==> src/sv/csh_mul.sv <==
// Three-stage signed multiplier built from four half-width partial products.
module csh_mul #(
	parameter int W = 8
) (
	input  logic                  clk,
	input  logic                  en,
	input  logic signed [W-1:0]   a,
	input  logic signed [W-1:0]   b,
	output logic signed [2*W-1:0] p
);

	localparam int H  = (W + 1) / 2;
	localparam int PW = 2 * W;

	logic [W-1:0]    ma, mb;
	logic [H-1:0]    alo, ahi, blo, bhi;
	logic [2*H-1:0]  pll_s1, plh_s1, phl_s1, phh_s1;
	logic            neg_s1, neg_s2;
	logic [PW-1:0]   sum_s2;
	logic signed [PW-1:0] p_s3;

	// magnitudes and halves
	always_comb begin
		ma  = a[W-1] ? W'(-a) : W'(a);
		mb  = b[W-1] ? W'(-b) : W'(b);
		alo = ma[H-1:0];
		blo = mb[H-1:0];
		ahi = H'(ma[W-1:H]);
		bhi = H'(mb[W-1:H]);
	end

	// partial products, then their sum, then the sign
	always_ff @(posedge clk) begin
		if (en) begin
			pll_s1 <= (2*H)'(alo) * (2*H)'(blo);
			plh_s1 <= (2*H)'(alo) * (2*H)'(bhi);
			phl_s1 <= (2*H)'(ahi) * (2*H)'(blo);
			phh_s1 <= (2*H)'(ahi) * (2*H)'(bhi);
			neg_s1 <= a[W-1] ^ b[W-1];
			sum_s2 <= PW'(pll_s1) + ((PW'(plh_s1) + PW'(phl_s1)) << H)
				+ (PW'(phh_s1) << (2 * H));
			neg_s2 <= neg_s1;
			p_s3   <= neg_s2 ? PW'(-sum_s2) : PW'(sum_s2);
		end
	end

	assign p = p_s3;

endmodule

==> config.mk <==
export PLATFORM = sky130hd
export DESIGN_NAME = csh_mul
export DESIGN_NICKNAME = d
export VERILOG_FILES = /design/src/sv/csh_mul.sv
export SDC_FILE = /design/constraint.sdc
export NUM_CORES = 1
export LEC_CHECK = 0
export BUFFER_PORTS_ARGS = -buffer_cell sky130_fd_sc_hd__buf_4
export CORE_ASPECT_RATIO = 1.1
export CORE_MARGIN = 2
export CORE_UTILIZATION = 55
export DETAILED_ROUTE_END_ITERATION = 6
export PLACE_DENSITY_LB_ADDON = 0.08
export RECOVER_POWER = 50
export SYNTH_ARGS = -nofsm -noshare
export SYNTH_HDL_FRONTEND = slang
export SYNTH_SLANG_ARGS = --single-unit
==> constraint.sdc <==
create_clock -name clk -period 4.8 [get_ports clk]
set_clock_uncertainty 0.2 [all_clocks]
set_input_delay 0.48 -clock clk [delete_from_list [all_inputs] [get_ports clk]]
set_output_delay 0.48 -clock clk [all_outputs]
set_load 0.01 [all_outputs]
==> impl_metrics.tcl, run 1 <==
set metrics [dict create \
    worstSetupEndpointType "flop" \
    number_of_drc_violations_after_detailed_routing_iteration_0 87 \
    post_synth_xor_area_fraction_pct 9.40 \
    status "finished, violations left" \
    tritoncts "done" \
    floorplan.io_pins 34 \
    hold_viol_final 0 \
    post_synth_inst_count 451 \
    rows 36 \
    vias 3212 \
    cts.path.max_buffers 2 \
    gp_congestion 0.810 \
    tightest_slew_ps 3330 \
    critical_path_class "primary input to flop" \
    nNetsFinal 607 \
    detailed_place.area_um2 5410 \
    final_layout_size_suffix_gt1_share_pct 14.2 \
    n_fill_cell 719 \
    yosys-top-cells-area "sky130_fd_sc_hd__edfxtp_1, sky130_fd_sc_hd__ha_1, sky130_fd_sc_hd__fa_1" \
    number_of_buffers_inserted_by_hold_repair_at_cts 0 \
    area_growth_syn_to_layout_pct 12.4 \
    post-dp-hpwl_um 6420 \
    comb_power_share_pct 43.6 \
    route.final.wire_length_um 8080 \
    layout.cell_area.non_filler_um2 5550 \
    cts.sink_count 66 \
    dieWidth_um 94.4 \
    cts.htree.levels 3 \
    power.internal_mw 1.54 \
    ys.warnings.count 0 \
    worst_ir_drop_vdd_uv 177 \
    number_of_antenna_violations_at_the_first_check_in_global_routing 0 \
    route.detailed.wl_per_inst_um 13.0 \
    power.static_leakage_nw 2.52 \
    final_antenna_net_count 0 \
    synth_area_leader_cell "sky130_fd_sc_hd__edfxtp_1" \
    post_synth_and_or_nand_nor_area_fraction_pct 12.6 \
    power-per-cell-area_nw_per_um2 423 \
    violations "max-capacitance violations, max-slew violations" \
    mostFrequentLayoutCell "sky130_fd_sc_hd__ha_1" \
    cts.root.buffer_cell "sky130_fd_sc_hd__clkbuf_8" \
    synth_fa_ha_area_share_pct 24.5 \
    synth-compound-area-share_pct 9.27 \
    worstHoldPathType "flop to flop" \
    buffer_ports.inserted 33 \
    commonest_non_fill_non_tap_cells_in_the_layout "sky130_fd_sc_hd__ha_1, sky130_fd_sc_hd__edfxtp_1, sky130_fd_sc_hd__nor2_1, sky130_fd_sc_hd__buf_4, sky130_fd_sc_hd__inv_1" \
    insertion_delay_ps 340 \
    critical_path_arrival_ps 4090 \
    rsz0062_at_grt "false" \
    synth_mux_area_share_pct 0.608 \
    setup-violations-final 0 \
    post-route-period-util_pct 87.5 \
    post_dr_vias_cell 5.16 \
    die_height_um 103 \
    seq_area_frac_synth_pct 40.1 \
    drv.max_cap_violation_count 1 \
    slew_headroom_pct -122 \
    timing.critical_path.fanout_max 8 \
    floorplan.core_area_um2 8780 \
    synth.net_count 555 \
    synth_cell_area_um2 4940 \
    floorplan.initialDensity_pct 56.2 \
    drc 0 \
    globalRouteOverflowTotal 0 \
    clk_transition_reported_paths_ps 70 \
    post_cts_buffers 0 \
    slew_violations 67 \
    ys_types 45 \
    postSynthAreaPerCell_um2 11.0 \
    fmax_ghz 0.238 \
    detailed_routing_iteration_count_for_the_pre_antenna_repair_pass 4 \
    tns_ps 0 \
    min_period_ps 4200 \
    cts_buffers 9 \
    first_global_vias 3118 \
    power.clock.fraction_pct 15.5 \
    power.sequential.fraction_pct 40.9 \
    n_antenna_cell 0 \
    power.net_switching_uw 805 \
    postSynthRegisterBits 66 \
    crit_required_ps 4690 \
    synth_top_family_by_area "adder cells" \
    postSynth.asyncResetShare_pct 0 \
    count_of_flip_flops_with_a_built_in_enable_after_synthesis 66 \
    grt_pass1_wl_um 14000 \
    globalRouteTotalUtil_pct 18.8 \
    die_outline_area_um2 9760 \
    power_switching_share_pct 34.3 \
    crit_path_start_kind "primary input" \
    synth_largest_type_area_fraction_pct 40.1 \
    cts.repair.resized 0 \
    grt_start_max_net_pins 67 \
    synth_top_flop_cell "sky130_fd_sc_hd__edfxtp_1" \
]
kinds of logic (layout without fill, tap and decap cells):
| family | after synthesis | after routing |
|---|---|---|
| fa+ha+maj | 86 | 86 |
| buf+inv | 45 | 102 |
| mux | 3 | 3 |
| xor+xnor | 53 | 53 |
| simple gates | 127 | 127 |
| compound gates | 71 | 71 |
| flops | 66 | 66 |
routing by layer:
layer | GRT usage (%) | vias up | routed length [um]
li1 | - | 1684 | -
met1 | 22.1 | 1468 | 3520
met2 | 33.8 | 50 | 4190
met3 | 3.77 | 10 | 230
met4 | 7.69 | 0 | 146
met5 | 0 | - | 0
through the flow:
stage | total power, mW | setup WS, ps | cells | hold WS [ps] | utilization [%]
global route | 2.57 | 334 | 622 | 224 | 63.2
CTS | 2.38 | 583 | 622 | 213 | 63.3
detailed placement | 2.00 | 220 | 606 | 205 | 61.6
finish | 2.35 | 601 | 622 | 212 | 63.2
floorplan | 1.74 | 461 | 451 | 200 | -
global placement | 1.98 | 300 | 606 | 204 | 61.6
registers in the layout, indices dropped and copies added (netlist names):
name,cells
plh_s1,8
neg_s2,1
phh_s1,8
phl_s1,8
p,16
pll_s1,8
sum_s2,16
neg_s1,1
cell usage after synthesis (3+ instances only):
| library cell | instances |
|---|---|
| sky130_fd_sc_hd__a21o_1 | 10 |
| sky130_fd_sc_hd__a21oi_1 | 23 |
| sky130_fd_sc_hd__clkbuf_1 | 5 |
| sky130_fd_sc_hd__edfxtp_1 | 66 |
| sky130_fd_sc_hd__fa_1 | 18 |
| sky130_fd_sc_hd__ha_1 | 68 |
| sky130_fd_sc_hd__inv_1 | 38 |
| sky130_fd_sc_hd__mux2i_1 | 3 |
| sky130_fd_sc_hd__nand2_1 | 22 |
| sky130_fd_sc_hd__nand2b_1 | 6 |
| sky130_fd_sc_hd__nor2_1 | 62 |
| sky130_fd_sc_hd__nor2b_1 | 4 |
| sky130_fd_sc_hd__o21ai_0 | 14 |
| sky130_fd_sc_hd__o21bai_1 | 5 |
| sky130_fd_sc_hd__o31ai_1 | 5 |
| sky130_fd_sc_hd__or2_2 | 12 |
| sky130_fd_sc_hd__or3_1 | 5 |
| sky130_fd_sc_hd__xnor2_1 | 37 |
| sky130_fd_sc_hd__xor2_1 | 16 |
layout make-up:
type	instances	area (um2)	area share, %
clock buffer	10	128	2.30
clock inverter	6	23.8	0.428
inverter	39	146	2.64
multi-input combinational	340	2790	50.2
sequential	66	1980	35.7
tap	114	143	2.57
timing repair buffer	47	342	6.15
worst paths after layout:
| check | startpoint | cells after the start | endpoint | slack [ps] |
|---|---|---|---|---|
| worst max-delay path | a[1] | 15 | phh_s1[7] | 600 |
| worst min-delay path | neg_s1 | 0 | neg_s2 | 210 |
| worst max register to register | plh_s1[0] | 13 | sum_s2[14] | 1250 |
| worst min register to register | neg_s1 | 0 | neg_s2 | 210 |
critical path: stages:
cell and delay, ps:
sky130_fd_sc_hd__buf_4 120, sky130_fd_sc_hd__or3_1 380, sky130_fd_sc_hd__or3_1 340, sky130_fd_sc_hd__nand2_1 90
sky130_fd_sc_hd__xor2_1 160, sky130_fd_sc_hd__or2_2 350, sky130_fd_sc_hd__fa_1 530, sky130_fd_sc_hd__inv_1 60
sky130_fd_sc_hd__fa_1 520, sky130_fd_sc_hd__ha_1 320, sky130_fd_sc_hd__a21o_1 180, sky130_fd_sc_hd__a21oi_1 220
sky130_fd_sc_hd__o21bai_1 90, sky130_fd_sc_hd__a21oi_1 180, sky130_fd_sc_hd__xnor2_1 80
power groups by stage:
stage	clock network, mW	logic (mW)	registers (mW)
final	0.365	1.02	0.961
after global routing	0.404	1.19	0.980
after detailed placement	0	1.03	0.972
after global placement	0	1.01	0.967
after CTS	0.378	1.04	0.960
after floorplan	0	0.769	0.969
Note: power is estimated with default switching activity, not from simulation.
==> run 2: changes to the inputs <==
--- a/config.mk
+++ b/config.mk
@@ -5,12 +5,13 @@
 export SDC_FILE = /design/constraint.sdc
 export NUM_CORES = 1
 export LEC_CHECK = 0
+export ABC_AREA = 1
 export BUFFER_PORTS_ARGS = -buffer_cell sky130_fd_sc_hd__buf_4
 export CORE_ASPECT_RATIO = 1.1
 export CORE_MARGIN = 2
 export CORE_UTILIZATION = 55
 export DETAILED_ROUTE_END_ITERATION = 6
-export PLACE_DENSITY_LB_ADDON = 0.08
+export PLACE_DENSITY = 0.71
 export RECOVER_POWER = 50
 export SYNTH_ARGS = -nofsm -noshare
 export SYNTH_HDL_FRONTEND = slang
==> impl_metrics.tcl, run 2 <==
set metrics [dict create \
    grt_start_max_net_pins 67 \
    floorplan.io_pins 34 \
    floorplan.core_area_um2 9750 \
    detailed_routing_iteration_count_for_the_pre_antenna_repair_pass 5 \
    seq_area_frac_synth_pct 36.4 \
    comb_power_share_pct 38.9 \
    count_of_flip_flops_with_a_built_in_enable_after_synthesis 66 \
    cts.sink_count 66 \
    status "finished, violations left" \
    slew_headroom_pct -128 \
    regArea_um2 1980 \
    die_height_um 108 \
    slew_violations 67 \
    timing.critical_path.fanout_max 7 \
    synth_cell_area_um2 5450 \
    power.static_leakage_nw 3.20 \
    number_of_buffers_inserted_by_hold_repair_at_cts 0 \
    crit_path_start_kind "primary input" \
    number_of_antenna_violations_at_the_first_check_in_global_routing 0 \
    number_of_drc_violations_after_detailed_routing_iteration_0 179 \
    worst_ir_drop_vdd_uv 177 \
    setup-violations-final 0 \
    post_dr_vias_cell 5.35 \
    netlist_top_cells_count "sky130_fd_sc_hd__nand2_1, sky130_fd_sc_hd__inv_1, sky130_fd_sc_hd__ha_1" \
    critical_path_class "primary input to flop" \
    synth_area_leader_cell "sky130_fd_sc_hd__edfxtp_1" \
    multi_input_combinational_cell_area_um2 3030 \
    insertion_delay_ps 350 \
    synth.net_count 748 \
    power.clock.fraction_pct 23.9 \
    postSynth.asyncResetShare_pct 0 \
    synth_top_flop_cell "sky130_fd_sc_hd__edfxtp_1" \
    cts_buffers 9 \
    ys.warnings.count 0 \
    n_fill_cell 828 \
    route.final.wire_length_um 11000 \
    cts.path.max_buffers 2 \
    critical_path_arrival_ps 3550 \
    vias 4329 \
    fin_total_pwr_mw 2.41 \
    power-per-cell-area_nw_per_um2 398 \
    synth_largest_type_area_fraction_pct 36.4 \
    die_outline_area_um2 10700 \
    rows 38 \
    cts.htree.levels 3 \
    power_switching_share_pct 36.1 \
    hold_viol_final 0 \
    reg2reg_setup_slack_ps 1930 \
    dieWidth_um 98.9 \
    drc 0 \
    tightest_slew_ps 3420 \
    route.detailed.wl_per_inst_um 13.6 \
    area_growth_syn_to_layout_pct 11.0 \
    globalRouteTotalUtil_pct 22.1 \
    post-dp-hpwl_um 8880 \
    fmax_ghz 0.273 \
    final_layout_size_suffix_gt1_share_pct 9.43 \
    rsz0062_at_grt "false" \
    post-route-period-util_pct 76.3 \
    min_period_ps 3660 \
    tns_ps 0 \
    buffer_ports.inserted 33 \
    first_global_vias 4356 \
    globalRouteOverflowTotal 0 \
    post_cts_buffers 0 \
    grt_pass1_wl_um 18800 \
    worstSetupEndpointType "flop" \
    gp_congestion 0.897 \
    cts.repair.resized 0 \
    power.sequential.fraction_pct 37.2 \
    postSynthAreaPerCell_um2 8.46 \
    power.net_switching_uw 870 \
    commonest_non_fill_non_tap_cells_in_the_layout "sky130_fd_sc_hd__nand2_1, sky130_fd_sc_hd__inv_1, sky130_fd_sc_hd__ha_1, sky130_fd_sc_hd__edfxtp_1, sky130_fd_sc_hd__nor2_1" \
    power.internal_mw 1.54 \
    nNetsFinal 788 \
    n_antenna_cell 0 \
    post_synth_inst_count 644 \
    violations "max-capacitance violations, max-slew violations" \
    crit_required_ps 4690 \
    yosys-top-cells-area "sky130_fd_sc_hd__edfxtp_1, sky130_fd_sc_hd__ha_1, sky130_fd_sc_hd__nand2_1" \
    ys_types 32 \
    clk_transition_reported_paths_ps 80 \
    postSynthRegisterBits 66 \
    synthMostInstantiatedCell "sky130_fd_sc_hd__nand2_1" \
    cts.root.buffer_cell "sky130_fd_sc_hd__clkbuf_8" \
    worstHoldPathType "flop to flop" \
    final_antenna_net_count 0 \
    drv.max_cap_violation_count 1 \
    mostFrequentLayoutCell "sky130_fd_sc_hd__nand2_1" \
    floorplan.initialDensity_pct 55.9 \
    tritoncts "done" \
]
## run 2: changes by cell type after synthesis, moves of 9 or more
cell	before	now
sky130_fd_sc_hd__or2_2	12	3
sky130_fd_sc_hd__inv_1	38	104
sky130_fd_sc_hd__nand4_1	1	13
sky130_fd_sc_hd__nand2_1	22	172
sky130_fd_sc_hd__a21o_1	10	1
sky130_fd_sc_hd__nand3_1	0	44
sky130_fd_sc_hd__xnor2_1	37	11
## run 2: cells by family after synthesis
family / synth area share [%]
flip-flops: 36.4
buffers and inverters: 7.97
XOR/XNOR: 5.44
AND/OR/NAND/NOR: 24.4
adder cells (fa/ha/maj): 22.2
AO/OA/AOI/OAI: 3.58
## run 2: power by group through the flow
stage / Clock [mW] / Combinational [mW] / Sequential (mW)
3_5_place_dp: 0 / 0.933 / 0.905
6_report: 0.575 / 0.938 / 0.897
3_3_place_gp: 0 / 0.906 / 0.901
4_1_cts: 0.583 / 0.941 / 0.893
2_1_floorplan: 0 / 0.672 / 0.902
5_1_grt: 0.606 / 1.07 / 0.910
## run 2: critical path, stage by stage
cell	delay, ps
sky130_fd_sc_hd__buf_4	130
sky130_fd_sc_hd__inv_1	190
sky130_fd_sc_hd__ha_1	250
sky130_fd_sc_hd__nand4_1	130
sky130_fd_sc_hd__nand2_1	90
sky130_fd_sc_hd__nand2_1	50
sky130_fd_sc_hd__nand2_1	150
sky130_fd_sc_hd__nand2_1	100
sky130_fd_sc_hd__fa_1	520
sky130_fd_sc_hd__inv_1	60
sky130_fd_sc_hd__fa_1	560
sky130_fd_sc_hd__inv_1	60
sky130_fd_sc_hd__fa_1	450
sky130_fd_sc_hd__o21ai_0	230
sky130_fd_sc_hd__xor2_1	100
## run 2: cell type report
class	count	area share, %
multi-input combinational	467	50.1
inverter	107	6.64
timing repair buffer	33	3.91
tap	120	2.48
sequential	66	32.7
clock buffer	9	2.05
clock inverter	7	2.05
## run 2: through the flow
stage / instances / utilization [%] / hold slack (ps) / area, um2 / setup slack, ps
global route: 809 / 62.1 / 245 / 6050 / 908
global placement: 793 / 59.7 / 203 / 5820 / 921
finish: 809 / 62.1 / 226 / 6050 / 1140
CTS: 809 / 62.2 / 229 / 6060 / 1170
floorplan: 644 / - / 200 / 5450 / 1230
detailed placement: 793 / 59.7 / 210 / 5820 / 844
## run 2: metal layers
metal  track usage [%]  share of wire [%]
met1              23.0                 39
met2              41.5                 53
met3              3.10                2.9
met4              14.1                5.1
met5                 0                  0
## run 2: path summary, 6_finish.rpt
| kind | end | cells past startpoint | start |
|---|---|---|---|
| max | plh_s1[6] | 15 | b[0] |
| min | sum_s2[1] | 0 | pll_s1[1] |
| max reg2reg | sum_s2[15] | 17 | phl_s1[0] |
| min reg2reg | sum_s2[1] | 0 | pll_s1[1] |
==> run 3: changes to the inputs <==
--- a/config.mk
+++ b/config.mk
@@ -5,13 +5,13 @@
 export SDC_FILE = /design/constraint.sdc
 export NUM_CORES = 1
 export LEC_CHECK = 0
-export ABC_AREA = 1
+export ABC_AREA = 0
 export BUFFER_PORTS_ARGS = -buffer_cell sky130_fd_sc_hd__buf_4
 export CORE_ASPECT_RATIO = 1.1
 export CORE_MARGIN = 2
 export CORE_UTILIZATION = 55
 export DETAILED_ROUTE_END_ITERATION = 6
-export PLACE_DENSITY = 0.71
+export PLACE_DENSITY = 0.72
 export RECOVER_POWER = 50
 export SYNTH_ARGS = -nofsm -noshare
 export SYNTH_HDL_FRONTEND = slang
==> constraint.sdc (replaced) <==
create_clock -name clk -period 3.6 [get_ports clk]
set_clock_uncertainty 0.2 [all_clocks]
set_input_delay 0.36 -clock clk [delete_from_list [all_inputs] [get_ports clk]]
set_output_delay 0.36 -clock clk [all_outputs]
set_load 0.01 [all_outputs]
==> impl_metrics.tcl, run 3 (synthesis results as in run 1) <==
set metrics [dict create \
    critical_path_arrival_ps 3590 \
    cts.sink_count 66 \
    tns_ps -180 \
    placed_cells_incl_taps 645 \
    commonest_non_fill_non_tap_cells_in_the_layout "sky130_fd_sc_hd__buf_4, sky130_fd_sc_hd__edfxtp_1, sky130_fd_sc_hd__ha_1, sky130_fd_sc_hd__nor2_1, sky130_fd_sc_hd__xnor2_1" \
    hold_viol_final 0 \
    worstHoldPathType "flop to flop" \
    globalRouteTotalUtil_pct 20.4 \
    grt_start_max_net_pins 67 \
    gp_congestion 0.871 \
    slew_violations 0 \
    power-per-cell-area_nw_per_um2 542 \
    clk_transition_reported_paths_ps 60 \
    slew_headroom_pct 46.0 \
    grt_pass1_wl_um 15300 \
    n_antenna_cell 0 \
    tightest_slew_ps 810 \
    floorplan.initialDensity_pct 56.2 \
    first_global_vias 3570 \
    crit_required_ps 3490 \
    number_of_drc_violations_after_detailed_routing_iteration_0 94 \
    route.final.wire_length_um 9260 \
    buffer_ports.inserted 33 \
    drc 0 \
    die_height_um 103 \
    n_fill_cell 648 \
    detailed_routing_iteration_count_for_the_pre_antenna_repair_pass 4 \
    number_of_buffers_inserted_by_hold_repair_at_cts 0 \
    cts.path.max_buffers 2 \
    die_outline_area_um2 9760 \
    vias 3559 \
    nNetsFinal 651 \
    mostFrequentLayoutCell "sky130_fd_sc_hd__buf_4" \
    drv.max_cap_violation_count 0 \
    finish.utilization_pct 70.6 \
    cts_buffers 9 \
    globalRouteOverflowTotal 0 \
    insertion_delay_ps 340 \
    critical_path_class "primary input to flop" \
    post-dp-hpwl_um 7340 \
    area_growth_syn_to_layout_pct 25.5 \
    dieWidth_um 94.4 \
    floorplan.io_pins 34 \
    final_layout_size_suffix_gt1_share_pct 29.9 \
    floorplan.core_area_um2 8780 \
    worst_slack_ps -104 \
    worstSetupEndpointType "flop" \
    min_period_ps 3700 \
    rsz0062_at_grt "true" \
    detailed_place.area_um2 5870 \
    layout.cell_area.non_filler_um2 6200 \
    post-route-period-util_pct 103 \
    worst_ir_drop_vdd_uv 283 \
    setup-violations-final 3 \
    status "finished, violations left" \
    power.static_leakage_nw 2.81 \
    route.detailed.wl_per_inst_um 13.9 \
    tritoncts "done" \
    cts.htree.levels 3 \
    violations "negative setup slack" \
    timing.critical_path.fanout_max 3 \
    post_layout_nonfiller_instances 666 \
    final_antenna_net_count 0 \
    post_dr_vias_cell 5.34 \
    cts.root.buffer_cell "sky130_fd_sc_hd__clkbuf_8" \
    fmax_ghz 0.270 \
    rows 36 \
    crit_path_start_kind "primary input" \
    number_of_antenna_violations_at_the_first_check_in_global_routing 0 \
]
run 3: cell types whose count changed in the layout (fill, tap and decap cells not counted), sizes merged, moves of 8 or more:
cell,delta
nand2,-156
nand3,-44
xnor2,+26
inv,-72
or2,+8
buf,+61
a21o,+9
nand4,-13
run 3: cell type report:
class | instances | area [um2] | area share (%)
inverter | 39 | 154 | 2.48
sequential | 66 | 1980 | 32.0
tap | 114 | 143 | 2.30
timing repair buffer | 91 | 702 | 11.3
clock buffer | 11 | 131 | 2.12
multi-input combinational | 340 | 3060 | 49.4
clock inverter | 5 | 21.3 | 0.343
run 3: worst paths after layout:
path                                    to  depth (start not counted)  slack, ps  startpoint
worst max register to register  sum_s2[13]                         13        290   plh_s1[0]
worst max-delay path             phl_s1[7]                         15       -100        a[1]
worst min-delay path             sum_s2[2]                          0        220   pll_s1[2]
worst min register to register   sum_s2[2]                          0        220   pll_s1[2]
run 3: what timing repair did:
item                       4_1_cts  5_1_grt
setup buffers                    3        4
pin swaps                       18       26
gates cloned                     0        0
setup endpoints to repair        7       17
hold endpoints to repair         0        0
resized for setup               14       21
run 3: power breakdown:
part | total (mW) | internal (mW) | switching, mW
Combinational | 1.58 | 0.781 | 0.797
Clock | 0.495 | 0.240 | 0.254
Sequential | 1.29 | 1.16 | 0.122
run 3: metal layers:
layer | vias to the layer above | wire [um] | track usage (%)
met5 | - | 0 | 0
met4 | 0 | 315 | 10.3
met3 | 24 | 213 | 3.12
met2 | 61 | 5060 | 39.8
met1 | 1708 | 3670 | 21.3
li1 | 1766 | - | -
run 3: stage by stage:
step                hold WS [ps]  worst slack [ps]  power [mW]
floorplan                    200              -309        2.36
global placement             202              -437        2.73
detailed placement           205              -512        2.82
CTS                          221             -88.7        3.34
global route                 233              -230        3.63
finish                       220              -104        3.36
run 3: critical path, cell delays in order:
cell                       delay (ps)
sky130_fd_sc_hd__buf_6             90
sky130_fd_sc_hd__or3_4            370
sky130_fd_sc_hd__or3_4            350
sky130_fd_sc_hd__nand2_4           90
sky130_fd_sc_hd__xor2_4            80
sky130_fd_sc_hd__or2_4            230
sky130_fd_sc_hd__fa_1             510
sky130_fd_sc_hd__inv_2             40
sky130_fd_sc_hd__fa_1             560
sky130_fd_sc_hd__ha_1             230
sky130_fd_sc_hd__a21o_1           180
sky130_fd_sc_hd__a21oi_2          160
sky130_fd_sc_hd__o21bai_1          70
sky130_fd_sc_hd__a21oi_1          170
sky130_fd_sc_hd__xnor2_1           80
